### config.mk
export PLATFORM = sky130hd
export DESIGN_NAME = bgr_mod_add
export DESIGN_NICKNAME = d
export VERILOG_FILES = /design/src/hdl/bgr_mod_add.sv
export SDC_FILE = /design/constraint.sdc
export NUM_CORES = 1
export LEC_CHECK = 0
export ABC_CLOCK_PERIOD_IN_PS = 2670
export BUFFER_PORTS_ARGS = -buffer_cell sky130_fd_sc_hd__buf_2
export CAP_MARGIN = 20
export CORE_AREA = 2 2 39 41
export DETAILED_ROUTE_END_ITERATION = 8
export DIE_AREA = 0 0 41 43
export PLACE_DENSITY = 0.74
export SLEW_MARGIN = 25
export SYNTH_ARGS = -nofsm -noshare
export SYNTH_HDL_FRONTEND = slang
export SYNTH_SLANG_ARGS = --single-unit
### constraint.sdc
create_clock -name vclk -period 2.67
set_input_delay 0.4005 -clock vclk [all_inputs]
set_output_delay 0.4005 -clock vclk [all_outputs]
set_load 0.1 [all_outputs]
### src/hdl/bgr_mod_add.sv
module bgr_mod_add #(
  parameter int MODULUS = 2048
) (
  input  logic [$clog2(MODULUS)-1:0] a,
  input  logic [$clog2(MODULUS)-1:0] b,
  output logic [$clog2(MODULUS)-1:0] sum
);

  localparam int AW = $clog2(MODULUS);
  localparam logic [AW:0] MOD_W = (AW + 1)'(MODULUS);

  logic [AW:0] raw;

  always_comb begin
    raw = {1'b0, a} + {1'b0, b};
    if (raw >= MOD_W) begin
      raw = raw - MOD_W;
    end
    sum = raw[AW-1:0];
  end

endmodule

### Word level (Yosys, flattened, before mapping)

Cells that the tools add are included.

| word-level totals | value |
|---|---|
| output and inout port bits | 11 |
| bits in registers | 0 |

| operators by class | value |
|---|---|
| mux-type cells | 1 |
| magnitude comparators | 1 |
| add/subtract/negate cells | 2 |

Operators by type and width:

| cell | count |
|---|---|
| adder 11 x 11 -> 12 bit | 1 |
| >= comparator 12 bit (second input constant) | 1 |
| two-way mux 11 bit | 1 |
| subtractor 11 x 1 -> 11 bit (second input constant) | 1 |

### Depth between registers and ports, before layout

| depth | value |
|---|---|
| word-level depth | 3 |
| depth in mapped cells | 8 |
| gate-level depth less buffers | 8 |

### Least setup slack after synthesis

OpenSTA, ideal clock, no wires.

| timing | value |
|---|---|
| path kind | input-to-output |
| from | input a[0] |
| to | output sum[10] |
| path buffers | 0 |
| data arrival time | 3079 ps |
| path slack | -810 ps |
| cell stages on the path | 8 |
| required time | 2270 ps |
| cell sequence | ha_1 > inv_1 > fa_1 > nor2b_1 > o21a_1 > a31o_4 > o41ai_4 > xnor2_1 |

| between the ends | value |
|---|---|
| cells in the longest elaborated chain, start to end | 3 |
| elaborated cells on any way between the ends | 4 |
| those cells by class | add/sub: 2; order compare: 1; mux: 1 |

RTL lines:

| element | RTL line | text |
|---|---|---|
| start, declared | 4 | `input logic [$clog2(MODULUS)-1:0] a,` |
| adder 11 x 11 -> 12 bit * | 15 | `raw = {1'b0, a} + {1'b0, b};` |
| subtractor 11 x 1 -> 11 bit or >= comparator 12 bit (tied branches) | 17, 16 |  |
| two-way mux 11 bit * | 16 | `if (raw >= MOD_W) begin` |
| end, declared | 6 | `output logic [$clog2(MODULUS)-1:0] sum` |

Every way passes the cells marked *; elsewhere a longest branch is shown, timed or not.

### Worst setup path in the final report

| timing | value |
|---|---|
| from | input b[0] |
| to | output sum[8] |

| between the ends | value |
|---|---|
| cells in the longest elaborated chain, start to end | 3 |
| elaborated cells on any way between the ends | 4 |
| those cells by class | add/sub: 2; order compare: 1; mux: 1 |

RTL lines:

| element | RTL line | text |
|---|---|---|
| start, declared | 5 | `input logic [$clog2(MODULUS)-1:0] b,` |
| adder 11 x 11 -> 12 bit * | 15 |  |
| subtractor 11 x 1 -> 11 bit or >= comparator 12 bit (tied branches) | 17, 16 |  |
| two-way mux 11 bit * | 16 |  |

Marks and branches as above.

==> metrics.md <==
| Metric | Value |
|---|---|
| CP Class | in2out |
| Sequential-to-total area share from yosys stat | 0 |
| Net Count, Synth | 89 |
| Initial Util | 0.355 |
| Maxcap violations | 0 |
| Final Hold Vio Count | 0 |
| Initial antenna violation count | 0 |
| Final period utilization | 0.973 |
| Initial drt markers | 5 |
| Io pins | 33 |
| Placer Congestion | 0.727 |
| TritonRoute pass-1 iters | 4 |
| CTS Hold Bufs | 0 |
| Remaining DRCs | 0 |
| Setup violators final | 0 |
| DRT antenna net count | 0 |
| Area growth syn-to-layout | 88.8% |
| Pwr/cell area | 612 mW/mm^2 |
| Synthesized area | 492 um^2 |
| Tot Pwr | 0.568 mW |
| Row count | 14 |
| WL final | 1180 um |
| Nets | 126 |
| Status | completed |
| Routed WL per cell | 11.0 um |
| Peak VDD IR | 0.348 mV |
| Unrepaired setup endpoints after global routing | false |
| Yosys warnings | 0 |
| Post-synthesis cell count | 56 |
| Slew @ Worst Pin | 0.485 ns |
| WP data required | 2.27 ns |
| DIE AREA | 0.00176 mm^2 |
| CLK BUF | 0 |
| Fin crit period | 2.60 ns |
| DP Wirelength | 996 um |
| Hold crit path type | in2out |
| Pleak | 0.452 nW |
| Largest net degree at the start of global routing | 7 |
| Core region area | 0.00138 mm^2 |
| DR vias | 523 |
| Startpoint Class | primary input |
| DIE WIDTH | 41 um |
| Storage element area | 0 um^2 |
| Slowest-stage cell, CP | o41ai_4 |
| Share of cells above drive strength 1 | 0.637 |
| Seq Cell Count | 0 |
| CP Cell Sequence | buf_6 > ha_4 > inv_2 > fa_2 > nor2b_1 > o21a_1 > a31o_4 > o41ai_4 > xnor2_4 > buf_12 |
| Count of cell types in the netlist | 24 |
| Synth Area per Inst | 8.78 um^2 |
| First-pass GRT wire length | 1890 um |
| PortBufs | 33 |
| Fmax | 385 MHz |
| Largest stage delay on the critical path | 0.40 ns |
| Worst hold slack | 1.28 ns |
| GR Util All Layers | 0.145 |
| CP endpoint kind | output pin |
| Crit path DAT | 2.20 ns |
| Via density | 4.89 |
| Diodes inserted | 0 |
| Crit path to | sum[8] |
| Critical Path Fanout Max | 3 |
| Vias in the first global route | 473 |
| CP startpoint | b[0] |
| Gr ovfl total | 0 |
| Die Y | 43 um |
| Max transition margin | 0.679 |
| Max Slew Vio Count | 0 |
[power by group]
group | leakage, nW | switching (mW) | internal, mW | total [mW]
Sequential | 0 | 0 | 0 | 0
Combinational | 0.452 | 0.366 | 0.202 | 0.568
Clock | 0 | 0 | 0 | 0
[cell usage after synthesis (all sizes together)]
cell type | number | area (um^2)
xnor2 | 7 | 61.3
nand3 | 1 | 5.00
o31a | 1 | 8.76
o21ai | 2 | 10.0
and3 | 3 | 21.3
nor3 | 1 | 5.00
a21oi | 5 | 25.0
xor2 | 3 | 26.3
a211oi | 1 | 12.5
nor2b | 1 | 6.26
nand2b | 2 | 12.5
nor2 | 2 | 7.51
a31o | 1 | 17.5
and2 | 1 | 8.76
fa | 1 | 20.0
a31oi | 1 | 6.26
o21a | 2 | 15.0
ha | 10 | 125
inv | 4 | 15.0
o41ai | 2 | 55.1
nand2 | 2 | 7.51
or2 | 2 | 12.5
a21o | 1 | 7.51
[cell type report]
| type | instances | area, um^2 |
|---|---|---|
| Timing Repair Buffer | 35 | 298 |
| Fill cell | 108 | 455 |
| Inverter | 4 | 15.0 |
| Multi-Input combinational cell | 52 | 596 |
| Tap cell | 16 | 20.0 |
[placed cells by master, fill, tap and decap left out]
cell       n
buf_2     24
ha_1       7
buf_12     7
a21oi_1    5
xnor2_2    4
inv_1      3
nand2_1    2
o21a_1     2
or2_2      2
o41ai_4    2
and3_2     2
nand2b_1   2
o21ai_0    2
xnor2_4    2
xor2_2     2
nor2_1     2
ha_4       2
buf_6      2
buf_4      2
inv_2      1
nand3_1    1
nor2b_1    1
and2_4     1
a31o_4     1
and3_1     1
o31a_1     1
xor2_1     1
a21o_1     1
a211oi_2   1
a31oi_2    1
nor3_1     1
xnor2_1    1
fa_2       1
ha_2       1
[kinds of logic (layout without fill, tap and decap cells)]
kind of cell             after synthesis  in the layout  share of synthesized area
XOR/XNOR                              10             10                      0.178
AO/OA/AOI/OAI                         16             16                      0.321
adder cells (fa/ha/maj)               11             11                      0.295
buffers and inverters                  4             39                     0.0305
AND/OR/NAND/NOR                       15             15                      0.176
[worst max-delay path: cells and delay by family]
kind | cells | cell delay [ns]
AND/OR/NAND/NOR | 1 | 0.05
adder cells (fa/ha/maj) | 2 | 0.37
XOR/XNOR | 1 | 0.17
buffers and inverters | 3 | 0.35
AO/OA/AOI/OAI | 3 | 0.86
[metrics by stage]
step / setup slack, ns / TNS (ns) / cells / util / cell area [um^2]
after detailed placement: 0.0608 / 0 / 105 / 0.625 / 865
after global placement: 0.0951 / 0 / 105 / 0.625 / 865
after floorplan: -0.207 / -0.367 / 56 / - / 574
after CTS: 0.0600 / 0 / 105 / 0.625 / 865
final: 0.0728 / 0 / 107 / 0.671 / 928
after global routing: 0.0140 / 0 / 107 / 0.671 / 928
[repair_timing]
action | 4_1_cts | 5_1_grt
buffers inserted | 0 | 2
endpoints found under the setup margin | 0 | 2
resized for setup | 0 | 9
[per-layer routing]
metal  vias to the layer above  wire [um]  GRT usage
li1                        271          -          -
met1                       241        512      0.205
met2                        11        622      0.253
met3                         0         47          0
met4                         0          0          0
met5                         -          0          0
[how the worst min path moves through the flow]
stage / slack (ns) / cells past startpoint / start / to
floorplan: 1.29 / 2 / a[10] / sum[10]
finish: 1.28 / 4 / a[10] / sum[10]
detailed placement: 1.29 / 4 / a[10] / sum[10]
global placement: 1.28 / 4 / a[10] / sum[10]
global route: 1.30 / 4 / a[10] / sum[10]
CTS: 1.29 / 4 / a[10] / sum[10]
No activity file was read; power rests on OpenSTA's default activity.
